--- config.mk ---
export PLATFORM = sky130hd
export DESIGN_NAME = json_string_utf8_byte_decoder_flat
export DESIGN_NICKNAME = d
export VERILOG_FILES = /design/src/hw/rtl/jsu8dec_pkg.sv /design/src/hw/rtl/jsu8dec_in_if.sv /design/src/hw/rtl/jsu8dec_out_if.sv /design/src/hw/rtl/json_string_utf8_byte_decoder.sv /design/src/flat_wrapper.sv
export SDC_FILE = /design/constraint.sdc
export NUM_CORES = 1
export LEC_CHECK = 0
export BUFFER_PORTS_ARGS = -buffer_cell sky130_fd_sc_hd__buf_2
export CAP_MARGIN = 20
export CORE_MARGIN = 8
export CORE_UTILIZATION = 30
export DETAILED_ROUTE_END_ITERATION = 16
export PLACE_DENSITY = 0.55
export SETUP_SLACK_MARGIN = 0.4
export SLEW_MARGIN = 20
export SYNTH_ARGS = -nofsm -noshare
export SYNTH_HDL_FRONTEND = slang
export SYNTH_SLANG_ARGS = --single-unit
--- constraint.sdc ---
create_clock -name i_clk -period 6.2 [get_ports i_clk]
set_input_delay 0.31 -clock i_clk [delete_from_list [all_inputs] [get_ports i_clk]]
set_output_delay 0.31 -clock i_clk [all_outputs]
set_load 0.01 [all_outputs]
--- src/hw/rtl/jsu8dec_pkg.sv ---
// ----------------------------------------------------------------------------
// jsu8dec_pkg
// Types, constants and helper functions for the JSON string byte decoder.
// ----------------------------------------------------------------------------
package jsu8dec_pkg;

    localparam int unsigned BYTE_W   = 8;
    localparam int unsigned COUNT_W  = 19;
    localparam int unsigned MAX_STRING_BYTES_DEF = 262144;

    localparam logic [BYTE_W-1:0] CH_QUOTE  = 8'h22;
    localparam logic [BYTE_W-1:0] CH_BSLASH = 8'h5C;
    localparam logic [BYTE_W-1:0] CH_SLASH  = 8'h2F;
    localparam logic [BYTE_W-1:0] CH_BS     = 8'h08;
    localparam logic [BYTE_W-1:0] CH_FF     = 8'h0C;
    localparam logic [BYTE_W-1:0] CH_LF     = 8'h0A;
    localparam logic [BYTE_W-1:0] CH_CR     = 8'h0D;
    localparam logic [BYTE_W-1:0] CH_TAB    = 8'h09;
    localparam logic [BYTE_W-1:0] CH_LOW_B  = 8'h62;
    localparam logic [BYTE_W-1:0] CH_LOW_F  = 8'h66;
    localparam logic [BYTE_W-1:0] CH_LOW_N  = 8'h6E;
    localparam logic [BYTE_W-1:0] CH_LOW_R  = 8'h72;
    localparam logic [BYTE_W-1:0] CH_LOW_T  = 8'h74;
    localparam logic [BYTE_W-1:0] CH_LOW_U  = 8'h75;

    typedef struct packed {
        logic [BYTE_W-1:0]  out_byte;
        logic               is_close;
        logic               terminated;
        logic [COUNT_W-1:0] byte_count;
        logic               last;
    } t_result;

    function automatic logic [3:0] hex_value(input logic [BYTE_W-1:0] c);
        logic [3:0] v;
        v = 4'd0;
        if (c >= 8'h30 && c <= 8'h39) begin
            v = c[3:0];
        end else if ((c >= 8'h61 && c <= 8'h66) || (c >= 8'h41 && c <= 8'h46)) begin
            v = c[3:0] + 4'd9;
        end
        return v;
    endfunction

    function automatic logic [BYTE_W-1:0] esc_value(input logic [BYTE_W-1:0] c);
        logic [BYTE_W-1:0] v;
        unique case (c)
            CH_LOW_B: v = CH_BS;
            CH_LOW_F: v = CH_FF;
            CH_LOW_N: v = CH_LF;
            CH_LOW_R: v = CH_CR;
            CH_LOW_T: v = CH_TAB;
            default:  v = c;
        endcase
        return v;
    endfunction

endpackage

--- src/hw/rtl/jsu8dec_in_if.sv ---
// ----------------------------------------------------------------------------
// jsu8dec_in_if
// Raw string byte channel: valid/ready handshake plus byte and end flag.
// ----------------------------------------------------------------------------
interface jsu8dec_in_if;
    logic                           valid;
    logic                           ready;
    logic [jsu8dec_pkg::BYTE_W-1:0] in_byte;
    logic                           buffer_end;

    modport source (output valid, output in_byte, output buffer_end, input ready);
    modport sink   (input valid, input in_byte, input buffer_end, output ready);
endinterface

--- src/hw/rtl/jsu8dec_out_if.sv ---
// ----------------------------------------------------------------------------
// jsu8dec_out_if
// Decoded byte / close channel: valid/ready handshake plus result fields.
// ----------------------------------------------------------------------------
interface jsu8dec_out_if;
    logic                            valid;
    logic                            ready;
    logic [jsu8dec_pkg::BYTE_W-1:0]  out_byte;
    logic                            is_close;
    logic                            terminated;
    logic [jsu8dec_pkg::COUNT_W-1:0] byte_count;
    logic                            last;

    modport source (output valid, output out_byte, output is_close, output terminated,
                    output byte_count, output last, input ready);
    modport sink   (input valid, input out_byte, input is_close, input terminated,
                    input byte_count, input last, output ready);
endinterface

--- src/hw/rtl/json_string_utf8_byte_decoder.sv ---
// ----------------------------------------------------------------------------
// json_string_utf8_byte_decoder
// Unescapes and UTF-8 decodes a JSON string body, one raw byte per cycle while the output keeps up.
// ----------------------------------------------------------------------------
// Usage:
//   i_in  : raw bytes following the opening quote, with a buffer_end flag.
//   o_out : per decoded code point one data transaction (low byte), and one
//           close transaction (is_close=1) carrying the emitted byte count.
//           'last' marks the final result produced by one input transaction.
// Each input transaction yields zero to three results (flush of a broken
// UTF-8 sequence, decoded byte, close). Decoding happens in the accept cycle
// and the results land in a three-entry result register; the first result
// is visible in the cycle after acceptance.
// Throughput: one input per cycle while each input yields at most one result
// and the receiver is ready; more results hold the input side until the last
// leaves. The output port (one result per cycle) sets the limit.
// A new input is taken in the same cycle the last pending result leaves, so
// a stalled receiver holds the input side only while results are waiting.
// Reset: decoder returns to plain-character mode, count cleared, no results
// pending. Decoder state also returns to reset after every close.
// ----------------------------------------------------------------------------
module json_string_utf8_byte_decoder #(
    parameter int unsigned MAX_STRING_BYTES = jsu8dec_pkg::MAX_STRING_BYTES_DEF
) (
    input  logic             i_clk,
    input  logic             i_rst_n,
    jsu8dec_in_if.sink       i_in,
    jsu8dec_out_if.source    o_out
);

    localparam int unsigned BW = jsu8dec_pkg::BYTE_W;
    localparam int unsigned CW = jsu8dec_pkg::COUNT_W;
    localparam logic [CW-1:0] COUNT_CAP =
        (MAX_STRING_BYTES > ((1 << CW) - 1)) ? {CW{1'b1}} : CW'(MAX_STRING_BYTES);

    typedef enum logic [1:0] {
        MODE_PLAIN,
        MODE_ESC,
        MODE_HEX,
        MODE_UTF
    } t_mode;

    t_mode               r_mode, n_mode;
    logic [2:0]          r_digits, n_digits;
    logic [BW-1:0]       r_accum, n_accum;
    logic [CW-1:0]       r_count, n_count;

    jsu8dec_pkg::t_result r_res [3];
    jsu8dec_pkg::t_result n_res [3];
    logic [1:0]          r_num, n_num;
    logic [1:0]          r_pos;

    logic                in_fire;
    logic                out_fire;

    assign out_fire = o_out.valid && o_out.ready;
    assign i_in.ready = (r_pos == r_num) || (o_out.ready && (r_pos + 2'd1 == r_num));
    assign in_fire = i_in.valid && i_in.ready;

    always_comb begin
        logic [BW-1:0] c;
        logic          do_plain;
        logic          closed;
        c        = i_in.in_byte;
        do_plain = 1'b0;
        closed   = 1'b0;
        n_mode   = r_mode;
        n_digits = r_digits;
        n_accum  = r_accum;
        n_count  = r_count;
        n_num    = 2'd0;
        for (int i = 0; i < 3; i++) begin
            n_res[i] = '0;
        end

        unique case (r_mode)
            MODE_PLAIN: begin
                do_plain = 1'b1;
            end
            MODE_ESC: begin
                if (c == jsu8dec_pkg::CH_LOW_U) begin
                    n_mode   = MODE_HEX;
                    n_digits = 3'd4;
                    n_accum  = '0;
                end else begin
                    n_mode = MODE_PLAIN;
                    n_res[n_num].out_byte = jsu8dec_pkg::esc_value(c);
                    n_num = n_num + 2'd1;
                    if (n_count < COUNT_CAP) n_count = n_count + 1'b1;
                end
            end
            MODE_HEX: begin
                n_accum = {n_accum[3:0], jsu8dec_pkg::hex_value(c)};
                if (n_digits != 3'd0) n_digits = n_digits - 3'd1;
                if (n_digits == 3'd0) begin
                    n_mode = MODE_PLAIN;
                    n_res[n_num].out_byte = n_accum;
                    n_num = n_num + 2'd1;
                    if (n_count < COUNT_CAP) n_count = n_count + 1'b1;
                    n_accum = '0;
                end
            end
            MODE_UTF: begin
                if (c[7:6] == 2'b10) begin
                    n_accum = {n_accum[1:0], c[5:0]};
                    if (n_digits != 3'd0) n_digits = n_digits - 3'd1;
                    if (n_digits == 3'd0) begin
                        n_mode = MODE_PLAIN;
                        n_res[n_num].out_byte = n_accum;
                        n_num = n_num + 2'd1;
                        if (n_count < COUNT_CAP) n_count = n_count + 1'b1;
                        n_accum = '0;
                    end
                end else begin
                    // broken sequence: flush partial value, then treat as plain
                    n_mode   = MODE_PLAIN;
                    n_digits = 3'd0;
                    n_res[n_num].out_byte = n_accum;
                    n_num = n_num + 2'd1;
                    if (n_count < COUNT_CAP) n_count = n_count + 1'b1;
                    n_accum  = '0;
                    do_plain = 1'b1;
                end
            end
            default: ;
        endcase

        if (do_plain) begin
            if (c == jsu8dec_pkg::CH_QUOTE) begin
                n_res[n_num].is_close   = 1'b1;
                n_res[n_num].terminated = 1'b1;
                n_res[n_num].byte_count = n_count;
                n_num    = n_num + 2'd1;
                closed   = 1'b1;
                n_mode   = MODE_PLAIN;
                n_digits = 3'd0;
                n_accum  = '0;
                n_count  = '0;
            end else if (c == jsu8dec_pkg::CH_BSLASH) begin
                n_mode = MODE_ESC;
            end else if (c[7:5] == 3'b110) begin
                n_accum  = {3'b000, c[4:0]};
                n_digits = 3'd1;
                n_mode   = MODE_UTF;
            end else if (c[7:4] == 4'b1110) begin
                n_accum  = {4'b0000, c[3:0]};
                n_digits = 3'd2;
                n_mode   = MODE_UTF;
            end else if (c[7:3] == 5'b11110) begin
                n_accum  = {5'b00000, c[2:0]};
                n_digits = 3'd3;
                n_mode   = MODE_UTF;
            end else begin
                n_res[n_num].out_byte = c;
                n_num = n_num + 2'd1;
                if (n_count < COUNT_CAP) n_count = n_count + 1'b1;
            end
        end

        if (i_in.buffer_end && !closed) begin
            if (n_mode == MODE_HEX || n_mode == MODE_UTF) begin
                n_res[n_num].out_byte = n_accum;
                n_num = n_num + 2'd1;
                if (n_count < COUNT_CAP) n_count = n_count + 1'b1;
            end
            n_res[n_num].is_close   = 1'b1;
            n_res[n_num].terminated = 1'b0;
            n_res[n_num].byte_count = n_count;
            n_num    = n_num + 2'd1;
            n_mode   = MODE_PLAIN;
            n_digits = 3'd0;
            n_accum  = '0;
            n_count  = '0;
        end

        for (int i = 0; i < 3; i++) begin
            n_res[i].last = (2'(i) + 2'd1 == n_num);
        end
    end

    always_ff @(posedge i_clk) begin
        if (!i_rst_n) begin
            r_mode   <= MODE_PLAIN;
            r_digits <= 3'd0;
            r_accum  <= '0;
            r_count  <= '0;
            r_num    <= 2'd0;
            r_pos    <= 2'd0;
        end else begin
            if (in_fire) begin
                r_mode   <= n_mode;
                r_digits <= n_digits;
                r_accum  <= n_accum;
                r_count  <= n_count;
                r_num    <= n_num;
                r_pos    <= 2'd0;
            end else if (out_fire) begin
                r_pos <= r_pos + 2'd1;
            end
        end
    end

    always_ff @(posedge i_clk) begin
        if (in_fire) begin
            for (int i = 0; i < 3; i++) begin
                r_res[i] <= n_res[i];
            end
        end
    end

    assign o_out.valid      = (r_pos != r_num);
    assign o_out.out_byte   = r_res[r_pos].out_byte;
    assign o_out.is_close   = r_res[r_pos].is_close;
    assign o_out.terminated = r_res[r_pos].terminated;
    assign o_out.byte_count = r_res[r_pos].byte_count;
    assign o_out.last       = r_res[r_pos].last;

    a_pos_bound: assert property (@(posedge i_clk) disable iff (!i_rst_n)
        r_pos <= r_num)
        else $error("result pointer ran past result count");

    a_close_last: assert property (@(posedge i_clk) disable iff (!i_rst_n)
        o_out.valid && o_out.is_close |-> o_out.last)
        else $error("close transaction not marked last");

    a_data_clean: assert property (@(posedge i_clk) disable iff (!i_rst_n)
        o_out.valid && !o_out.is_close |-> (o_out.byte_count == '0) && !o_out.terminated)
        else $error("data transaction carries close fields");

    a_burst_cont: assert property (@(posedge i_clk) disable iff (!i_rst_n)
        o_out.valid && o_out.ready && !o_out.last |=> o_out.valid)
        else $error("result burst broken before last");

endmodule

--- src/flat_wrapper.sv ---
// flat-port wrapper written by rule: the top's interface ports become plain ports
module json_string_utf8_byte_decoder_flat 
#(
    parameter int unsigned MAX_STRING_BYTES = jsu8dec_pkg::MAX_STRING_BYTES_DEF
)
  (i_clk, i_rst_n, i_in_valid, i_in_in_byte, i_in_buffer_end, i_in_ready, o_out_valid, o_out_out_byte, o_out_is_close, o_out_terminated, o_out_byte_count, o_out_last, o_out_ready);
  jsu8dec_in_if i_in_i ();
  jsu8dec_out_if o_out_i ();
  input  logic i_clk;
  input  logic i_rst_n;
  input wire logic [$bits(i_in_i.valid)-1:0] i_in_valid;
  input wire logic [$bits(i_in_i.in_byte)-1:0] i_in_in_byte;
  input wire logic [$bits(i_in_i.buffer_end)-1:0] i_in_buffer_end;
  output wire logic [$bits(i_in_i.ready)-1:0] i_in_ready;
  output wire logic [$bits(o_out_i.valid)-1:0] o_out_valid;
  output wire logic [$bits(o_out_i.out_byte)-1:0] o_out_out_byte;
  output wire logic [$bits(o_out_i.is_close)-1:0] o_out_is_close;
  output wire logic [$bits(o_out_i.terminated)-1:0] o_out_terminated;
  output wire logic [$bits(o_out_i.byte_count)-1:0] o_out_byte_count;
  output wire logic [$bits(o_out_i.last)-1:0] o_out_last;
  input wire logic [$bits(o_out_i.ready)-1:0] o_out_ready;
  assign i_in_i.valid = i_in_valid;
  assign i_in_i.in_byte = i_in_in_byte;
  assign i_in_i.buffer_end = i_in_buffer_end;
  assign i_in_ready = i_in_i.ready;
  assign o_out_valid = o_out_i.valid;
  assign o_out_out_byte = o_out_i.out_byte;
  assign o_out_is_close = o_out_i.is_close;
  assign o_out_terminated = o_out_i.terminated;
  assign o_out_byte_count = o_out_i.byte_count;
  assign o_out_last = o_out_i.last;
  assign o_out_i.ready = o_out_ready;
  json_string_utf8_byte_decoder #(.MAX_STRING_BYTES(MAX_STRING_BYTES)) u_core (.i_clk(i_clk), .i_rst_n(i_rst_n), .i_in(i_in_i), .o_out(o_out_i));
endmodule
# Yosys cells after proc, flatten, opt, wreduce, memory -nomap -nowiden

Memory sizes are Yosys's and may differ from the RTL's. A register that Yosys moved wholly into a read port is not among the register bits.
Index checks and enable logic that the tools add are counted.

Input port bits: 13
Bits in registers: 36
Latch bits: 0
Memory bits (writable): 90
Word-level logic and storage cells: 195
Memories kept: 1
Bits in read-only memories: 0
Output and inout bits: 32

Multiply operators: 0
Shifts and indexed selects: 0
Equality and inequality tests: 23
Muxes and demuxes: 118
$lt $le $gt $ge: 15
Reduce and logical (&&, ||, !) cells: 19
Bitwise gates (word level): 4
Add/subtract/negate cells: 9
Divide/modulo/power cells: 0

Memories:

| memory       | words | bits a word | read ports | clocked after memory_dff | write ports | line                                | text |
|---|---|---|---|---|---|---|---|
| u_core.r_res | 3     | 30          | 1          | 1                        | 3           | json_string_utf8_byte_decoder.sv:48 | `jsu8dec_pkg::t_result r_res [3];` |

Operators with widths:

| kind                  | count |
|---|---|
| $mux 90               | 9 |
| $bwmux 90             | 8 |
| $demux 30 s2          | 8 |
| $mux 19               | 16 |
| $mux 8                | 15 |
| $mux 30               | 2 |
| $add 19x1->19 const B | 3 |
| $lt 19x19->1 const B  | 3 |
| $pmux 19 s3           | 1 |
| $eq 8x7->1 const B    | 7 |
| $pmux 8 s3            | 2 |
| $mux 2                | 22 |
| $mux 22               | 2 |
| $mux 21               | 2 |
| $mux 20               | 2 |
| $pmux 8 s5            | 1 |
| $mux 3                | 13 |
| $ge 8x7->1 const B    | 2 |
| $le 8x7->1 const B    | 2 |
| $pmux 2 s3            | 2 |
| $eq 2x2->1 const B    | 5 |
| $logic_and 1x1->1     | 10 |
| $ge 3x3->1 const B    | 3 |
| $lt 3x1->1 const B    | 3 |
| other kinds (26)      | 45 |

# Depth between registers and ports, before layout

Gate-level depths: netlist of run 1.

Depth after elaboration: 27
Mapped depth: 21
Mapped depth without buffers: 18

# Worst setup path after synthesis of run 1

No wires, ideal clock.

Kind: reg-to-reg
Start: register u_core.r_mode[0]
End: memory u_core.r_res[0][13] (netlist name), data pin
Library setup time: 0.271 ns
Period minus slack after synthesis: 4.790 ns
Slack: 1.410 ns
Buffers on the path: 3
Cell stages (with the launch flop): 21
Data arrival time: 4.519 ns
Data required time: 5.929 ns
Cells stage by stage: dfxtp_1 inv_1 ha_1 clkbuf_1 or2_2 clkbuf_1 a211oi_4 nor3_1 a211oi_2 inv_1 ha_1 and3_1 nand3_1 or4_1 nand3_1 or4_1 buf_2 or4_4 nor3_2 xor2_1 o22ai_1

RTL lines:

| item                     | line                                 | text |
|---|---|---|
| start: declaration       | json_string_utf8_byte_decoder.sv:43  | `t_mode r_mode, n_mode;` |
| start signal: assignment | json_string_utf8_byte_decoder.sv:191 | `r_mode <= n_mode;` |
| end: declaration         | json_string_utf8_byte_decoder.sv:48  |  |

==> PnR_summary.wiki, run 1 <==
{| class="wikitable"
! Metric !! Value
|-
| Run status || completed
|-
| Synthesized netlist cell count || 941
|-
| Required arrival time at the worst endpoint || 6.46 ns
|-
| Number of I/O pins || 45
|-
| Power per cell area || 319 mW/mm²
|-
| Wire length after detailed routing || 25.1 mm
|-
| Post-synth top area share || 32.0%
|-
| Finished layout cell area || 0.00957 mm²
|-
| Setup repair after global routing missed its margin || false
|-
| Avg Synthesized Cell Area || 8.89 µm²
|-
| Count of buffers from port buffering || 44
|-
| Number of clock sinks || 127
|-
| Placer congestion estimate || 0.915
|-
| Post-route clock period utilization || 86.6%
|-
| Post-synth top cells || sky130_fd_sc_hd__nand2_1, sky130_fd_sc_hd__edfxtp_1, sky130_fd_sc_hd__o21ai_0
|-
| Maximum fanout along the worst path || 15
|-
| # Max-Cap Violations || 0
|-
| Post-synth cell types || 78
|-
| Min Tclk post-route || 5.37 ns
|-
| Number of pins exceeding their max-slew limit in the final report || 0
|-
| Remaining global-route overflow || 0
|-
| Antenna violations before repair || 0
|-
| Classification of the worst-slack hold path || input port to register
|-
| Root buffer selected by CTS || sky130_fd_sc_hd__clkbuf_16
|-
| Most instantiated library cell after synthesis || sky130_fd_sc_hd__nand2_1
|-
| Initial core utilization || 30.3%
|-
| Number of remaining DRC errors || 0
|-
| Static power due to leakage || 3.22 nW
|-
| Setup_tns || 0 ns
|-
| Setup Viol. Count Final || 0
|-
| Worst endpoint data arrival time || 5.63 ns
|-
| Vias per Instance || 5.53
|-
| Chip Width || 183 µm
|-
| Synth area leader || sky130_fd_sc_hd__edfxtp_1
|-
| Sequential cell area in the final layout || 0.00344 mm²
|-
| Clock-pin slew reported for the worst setup and hold paths after clock tree synthesis || 0.07 ns
|-
| Via count of the first global-routing pass || 7055
|-
| Clock network latency to the later pin of the worst-skew pair || 0.44 ns
|-
| CTS tree || yes
|-
| Multi-input gate area in the final layout || 0.00454 mm²
|-
| Rows || 61
|-
| 1st-pass router iterations || 8
|-
| Nets in the synthesized netlist || 975
|-
| Final Skew || 0.0160 ns
|-
| Post-synthesis async set-or-reset flop share || 0%
|-
| Warnings, synthesis || 0
|-
| Peak Freq || 0.186 GHz
|-
| Area of the mapped netlist || 0.00836 mm²
|-
| Setup crit end kind || register
|-
| Maximum vdd ir drop || 0.000184 V
|-
| Global-route wire length before repair || 40.0 mm
|-
| Number of enable flip-flop cells after synthesis || 89
|-
| Total number of nets in the final design || 996
|-
| Main flop type after synthesis || sky130_fd_sc_hd__edfxtp_1
|-
| CTS Hold Buffers Added || 0
|-
| Number of DRC markers in iteration 0 || 741
|-
| Synth-to-Final Area Change || 14.4%
|-
| Synthesis-stage register bit count || 127
|-
| Chip height || 183 µm
|-
| Standard cell area after detailed placement || 0.00891 mm²
|-
| Startpoint types || register
|-
| TritonCTS buffer count || 17
|-
| Clock H-tree levels || 4
|-
| Hpwl dp || 17.7 mm
|-
| Leading post-synthesis cells by cell area || sky130_fd_sc_hd__edfxtp_1, sky130_fd_sc_hd__dfxtp_1, sky130_fd_sc_hd__o21ai_0, sky130_fd_sc_hd__nand2_1, sky130_fd_sc_hd__mux2i_1
|-
| Die outline area || 0.0335 mm²
|-
| Start-to-end type of the worst setup path || register to register
|-
| Wirelength per Cell || 18.5 µm
|-
| Pin count of the biggest net entering global routing || 63
|-
| Worst relative slew slack || 30.9%
|-
| Filler cell count in the final layout || 2879
|-
| Area of the core || 0.0276 mm²
|-
| Least-Margin Pin Slew || 1.03 ns
|-
| Utilization of the core after routing || 34.6%
|-
| Sequential element share of the synthesized area || 41.0%
|-
| Clock Path Buffers || 2
|-
| Final-report hold violation count || 0
|-
| DRT antenna net count || 0
|-
| All-layer global routing usage || 14.9%
|-
| DR vias || 7485
|-
| Layout cell share with drive strength beyond 1 || 12.9%
|}
## flip-flops by register name (all words and copies together) (netlist names), named ones only
signal	cells
u_core.r_pos	2
u_core.r_num	2
u_core.r_digits	3
u_core.r_count	19
u_core.r_res	89
u_core.r_mode	2
u_core.r_accum	8
## metrics by stage
step | total power [mW] | hold WS, ns | worst slack (ns) | std cells
after floorplan | 1.79 | 0.448 | 1.41 | 941
after global placement | 2.08 | 0.477 | 0.703 | 1315
after detailed placement | 2.09 | 0.492 | 0.514 | 1315
after CTS | 3.07 | 0.301 | 0.498 | 1347
after global routing | 3.21 | 0.366 | 0.445 | 1353
final | 3.05 | 0.308 | 0.833 | 1354
## critical path, cell delays in order (launching register included)
cell	delay, ns
sky130_fd_sc_hd__dfxtp_1	0.46
sky130_fd_sc_hd__inv_1	0.10
sky130_fd_sc_hd__ha_1	0.25
sky130_fd_sc_hd__nand4bb_1	0.26
sky130_fd_sc_hd__o211ai_4	0.29
sky130_fd_sc_hd__buf_12	0.19
sky130_fd_sc_hd__a211o_1	0.43
sky130_fd_sc_hd__a32oi_2	0.31
sky130_fd_sc_hd__or2_0	0.41
sky130_fd_sc_hd__or4_1	0.62
sky130_fd_sc_hd__nor2_1	0.37
sky130_fd_sc_hd__nand2_1	0.12
sky130_fd_sc_hd__xnor2_1	0.48
sky130_fd_sc_hd__nand4_1	0.22
sky130_fd_sc_hd__o31ai_1	0.50
sky130_fd_sc_hd__o2bb2ai_1	0.17
## final timing paths
kind                                          from             endpoint  slack (ns)  depth (start not counted)
worst max-delay path            u_core.r_digits[0]  u_core.r_res[0][19]        0.83                         15
worst min-delay path                   o_out_ready      u_core.r_pos[0]        0.31                          4
worst max register to register  u_core.r_digits[0]  u_core.r_res[0][19]        0.83                         15
worst min register to register   u_core.r_accum[7]    u_core.r_accum[7]        0.50                          2
## layer usage
metal | vias to the layer above | global-route usage, % | part of all wire (%)
met1 | 3615 | 21.2 | 47
met5 | - | 0 | 0
met2 | 267 | 22.7 | 44
li1 | 3567 | - | -
met4 | 0 | 4.68 | 1.6
met3 | 36 | 2.39 | 6.6
## where the power goes
part / total, mW / internal (mW) / switching [mW] / leakage [nW]
Sequential: 1.24 / 1.17 / 0.0674 / 1.19
Clock: 0.984 / 0.533 / 0.451 / 0.273
Combinational: 0.835 / 0.274 / 0.561 / 1.76
## cell type report
cell class	instances	share of cell area (%)
multi-input cells	714	47.4
clock buffers	17	4.45
flip-flops and latches	127	35.9
repair buffers	66	4.29
inverters	36	1.43
diodes	1	0.0262
clock inverters	15	1.54
well taps	378	4.94
## kinds of logic (layout without fill, tap and decap cells)
group	Yosys count	after routing	synth area share [%]
simple gates	347	347	20.2
compound gates	274	274	22.6
flops	127	127	41.0
buf+inv	100	134	4.94
xor+xnor	37	37	3.87
mux	35	35	4.22
fa+ha+maj	21	21	3.14
other cells	0	1	0
## repair_timing
action,in CTS,in global routing
resized for setup,0,2
setup endpoints to repair,0,29
setup buffers,0,6
## layout by cell type, fill, tap and decap left out, types with 11 or more instances in the layout
cell type                   netlist  layout
sky130_fd_sc_hd__nor2_1          85      84
sky130_fd_sc_hd__nor3_1          20      20
sky130_fd_sc_hd__clkbuf_16        0      17
sky130_fd_sc_hd__o22ai_1         38      38
sky130_fd_sc_hd__nor4_1          16      16
sky130_fd_sc_hd__and2_1          12      12
sky130_fd_sc_hd__a22o_1          26      26
sky130_fd_sc_hd__or3_1           11      11
sky130_fd_sc_hd__ha_1            21      21
sky130_fd_sc_hd__inv_1           34      34
sky130_fd_sc_hd__o21ai_0         88      88
sky130_fd_sc_hd__xnor2_1         22      22
sky130_fd_sc_hd__dfxtp_1         38      36
sky130_fd_sc_hd__buf_4            1      20
sky130_fd_sc_hd__buf_2            9      44
sky130_fd_sc_hd__xor2_1          15      15
sky130_fd_sc_hd__a21oi_1         32      32
sky130_fd_sc_hd__nand2_1        108     108
sky130_fd_sc_hd__edfxtp_1        89      89
sky130_fd_sc_hd__nand3_1         36      36
sky130_fd_sc_hd__mux2i_1         33      33
Power figures use the tool's default switching activity.
==> run 2: changes to the inputs <==
--- a/config.mk
+++ b/config.mk
@@ -5,6 +5,8 @@
 export SDC_FILE = /design/constraint.sdc
 export NUM_CORES = 1
 export LEC_CHECK = 0
+export ABC_AREA = 1
+export ABC_CLOCK_PERIOD_IN_PS = 6200
 export BUFFER_PORTS_ARGS = -buffer_cell sky130_fd_sc_hd__buf_2
 export CAP_MARGIN = 20
 export CORE_MARGIN = 8
==> PnR_summary.wiki, run 2 <==
{| class="wikitable"
! Metric !! Value
|-
| Largest registers in the final layout || u_core.r_res (89), u_core.r_count (19), u_core.r_accum (8)
|-
| Number of enable flip-flop cells after synthesis || 89
|-
| Utilization of the core after routing || 34.2%
|-
| Post-route clock period utilization || 75.6%
|-
| Hpwl dp || 20.3 mm
|-
| Worst endpoint data arrival time || 4.88 ns
|-
| Series of cell instances along the critical path || inv_1, ha_1, inv_2, a21oi_4, nand2_1, nor2_1, buf_4, inv_1, nand3_1, inv_1, ha_1, inv_1, o21ai_0, inv_1, ha_1, nand2_1, inv_1, and2_1
|-
| Antenna diodes || 0
|-
| Sequential element share of the synthesized area || 38.6%
|-
| Routed wire length on met3 || 1.49 mm
|-
| Maximum single-stage delay on the critical path || 0.53 ns
|-
| Wirelength per Cell || 16.4 µm
|-
| Highest metal used || met4
|-
| Setup Viol. Count Final || 0
|-
| Most used cell, CP || sky130_fd_sc_hd__inv_1
|-
| Area of the mapped netlist || 0.00890 mm²
|-
| Total number of nets in the final design || 1281
|-
| Remaining global-route overflow || 0
|-
| Setup slack on the worst flop-to-flop path || 1.51 ns
|-
| Peak Freq || 0.213 GHz
|-
| Min Tclk post-route || 4.69 ns
|-
| Combined buffer and inverter count along the critical path || 8
|-
| Global-route wire length before repair || 43.3 mm
|-
| Final Skew || 0.00910 ns
|-
| Die outline area || 0.0354 mm²
|-
| Register containing the most flip-flops in the final layout || u_core.r_res
|-
| Vias per Instance || 4.97
|-
| Number of clock sinks || 127
|-
| Area of the core || 0.0294 mm²
|-
| Initial core utilization || 30.3%
|-
| Placer congestion estimate || 0.912
|-
| CTS Hold Buffers Added || 0
|-
| Nets in the synthesized netlist || 1248
|-
| Setup crit end kind || register
|-
| Instance count on the critical path || 18
|-
| Count of buffers from port buffering || 44
|-
| Leading post-synthesis cells by cell area || sky130_fd_sc_hd__edfxtp_1, sky130_fd_sc_hd__nand2_1, sky130_fd_sc_hd__dfxtp_1, sky130_fd_sc_hd__nor2_1, sky130_fd_sc_hd__inv_1
|-
| Setup repair after global routing missed its margin || false
|-
| Clock H-tree levels || 4
|-
| Most common library cell in the layout ignoring fill and taps || sky130_fd_sc_hd__nand2_1
|-
| Synth area leader || sky130_fd_sc_hd__edfxtp_1
|-
| Main flop type after synthesis || sky130_fd_sc_hd__edfxtp_1
|-
| Synthesized netlist cell count || 1214
|-
| Synth-to-Final Area Change || 13.1%
|-
| Routed wire length on met2 || 11.9 mm
|-
| TritonCTS buffer count || 17
|-
| Pin count of the biggest net entering global routing || 53
|-
| Chip height || 188 µm
|-
| Run status || completed
|-
| DRT antenna net count || 0
|-
| Met1 Wirelength || 13.3 mm
|-
| Post-synthesis async set-or-reset flop share || 0%
|-
| Synthesis-stage register bit count || 127
|-
| All-layer global routing usage || 15.2%
|-
| CTS tree || yes
|-
| Least-Margin Pin Slew || 1.15 ns
|-
| Chip Width || 188 µm
|-
| Startpoint types || register
|-
| Start-to-end type of the worst setup path || register to register
|-
| Maximum fanout along the worst path || 27
|-
| Classification of the worst-slack hold path || input port to register
|-
| 1st-pass router iterations || 5
|-
| Warnings, synthesis || 0
|-
| Layout cell share with drive strength beyond 1 || 14.7%
|-
| Clock Path Buffers || 2
|-
| Post-synth top area share || 30.0%
|-
| Rows || 63
|-
| Avg Synthesized Cell Area || 7.33 µm²
|-
| Number of instances on the worst hold path || 3
|-
| Via count of the first global-routing pass || 7702
|-
| Number of gates resized after CTS || 0
|-
| Static power due to leakage || 4.03 nW
|-
| Antenna violations before repair || 0
|-
| Number of pins exceeding their max-slew limit in the final report || 0
|-
| Register-to-Register Path Depth || 18
|-
| # Max-Cap Violations || 0
|-
| Standard cell with the maximum stage delay on the critical path || sky130_fd_sc_hd__ha_1
|-
| Number of remaining DRC errors || 0
|-
| Setup_tns || 0 ns
|-
| Final-report hold violation count || 0
|-
| Design Power || 2.53 mW
|-
| Most instantiated library cell after synthesis || sky130_fd_sc_hd__nand2_1
|-
| Clock network latency to the later pin of the worst-skew pair || 0.43 ns
|-
| Maximum vdd ir drop || 0.000181 V
|-
| Commonest cells after routing, fill and taps aside || sky130_fd_sc_hd__nand2_1, sky130_fd_sc_hd__nor2_1, sky130_fd_sc_hd__inv_1, sky130_fd_sc_hd__nand3_1, sky130_fd_sc_hd__edfxtp_1
|-
| Number of DRC markers in iteration 0 || 767
|-
| Root buffer selected by CTS || sky130_fd_sc_hd__clkbuf_16
|-
| Required arrival time at the worst endpoint || 6.39 ns
|-
| Clock-pin slew reported for the worst setup and hold paths after clock tree synthesis || 0.07 ns
|-
| Post-CTS setup-driven buffer insertion count || 0
|-
| Post-synth cell types || 55
|-
| Worst relative slew slack || 23.1%
|-
| Power per cell area || 252 mW/mm²
|-
| Number of I/O pins || 45
|-
| Delay-heaviest family, CP || buffers and inverters
|-
| Post-synth top cells || sky130_fd_sc_hd__nand2_1, sky130_fd_sc_hd__nor2_1, sky130_fd_sc_hd__inv_1
|-
| Wire length after detailed routing || 27.1 mm
|-
| Number of flip-flops under the largest register name || 89
|-
| DR vias || 8208
|}
-- run 2: cell count changes after synthesis, sizes merged, moves of 12 or more --
cell and delta:
inv +118, nand2 +219, and2 -12, nand3 +67
xnor2 -20, o21ai -34, nor4 -13, a22o -26
a21oi +56, o22ai +23, clkbuf -20, nand4 +14
nor2 +70, mux2i -33
-- run 2: stage by stage --
stage               cell area, µm²  instances  hold slack (ns)  setup WS, ns
CTS                          10100       1650            0.183          1.52
global route                 10100       1650            0.228          1.08
global placement              9490       1618            0.483          1.73
finish                       10100       1650            0.203          1.51
floorplan                     8900       1214            0.449          2.57
detailed placement            9490       1618            0.485          1.52
-- run 2: where the power goes --
part	switching [mW]	total, mW	internal (mW)
Clock	0.454	0.988	0.534
Sequential	0.0293	1.05	1.03
Combinational	0.357	0.493	0.136
-- run 2: worst reg2reg max path, stage by stage (launching register included) --
cell and delay, ns:
sky130_fd_sc_hd__dfxtp_1 0.34, sky130_fd_sc_hd__inv_1 0.11, sky130_fd_sc_hd__ha_1 0.53, sky130_fd_sc_hd__inv_2 0.43, sky130_fd_sc_hd__a21oi_4 0.37, sky130_fd_sc_hd__nand2_1 0.12
sky130_fd_sc_hd__nor2_1 0.13, sky130_fd_sc_hd__buf_4 0.22, sky130_fd_sc_hd__inv_1 0.20, sky130_fd_sc_hd__nand3_1 0.22, sky130_fd_sc_hd__inv_1 0.08, sky130_fd_sc_hd__ha_1 0.28
sky130_fd_sc_hd__inv_1 0.03, sky130_fd_sc_hd__o21ai_0 0.30, sky130_fd_sc_hd__inv_1 0.08, sky130_fd_sc_hd__ha_1 0.18, sky130_fd_sc_hd__nand2_1 0.52, sky130_fd_sc_hd__inv_1 0.13
sky130_fd_sc_hd__and2_1 0.18
-- run 2: cells by family (layout without fill, tap and decap cells) --
| family | after synthesis | count (layout) | share of synthesized area [%] |
|---|---|---|---|
| flops | 127 | 127 | 38.6 |
| fa+ha+maj | 21 | 21 | 2.95 |
| compound gates | 228 | 228 | 15.3 |
| xor+xnor | 16 | 16 | 1.58 |
| buf+inv | 193 | 239 | 8.48 |
| simple gates | 629 | 629 | 33.1 |
-- run 2: final cells by class --
type	count	area (µm²)
fill	3118	19300
tap	390	488
clock inverter	15	141
inverter	155	583
sequential	127	3430
clock buffer	17	425
timing repair buffer	52	280
multi-input combinational	894	4710
-- run 2: worst paths after layout --
path	from	endpoint
setup / recovery	u_core.r_mode[0]	u_core.r_res[2][11]
hold / removal	o_out_ready	register
setup reg to reg	u_core.r_mode[0]	u_core.r_res[2][11]
hold reg to reg	u_core.r_accum[6]	u_core.r_accum[6]
-- run 2: metal layers --
layer / global-route usage, % / up-vias
li1: - / 4161
met1: 21.5 / 3783
met2: 23.2 / 240
met3: 2.55 / 24
met4: 4.67 / 0
met5: 0 / -
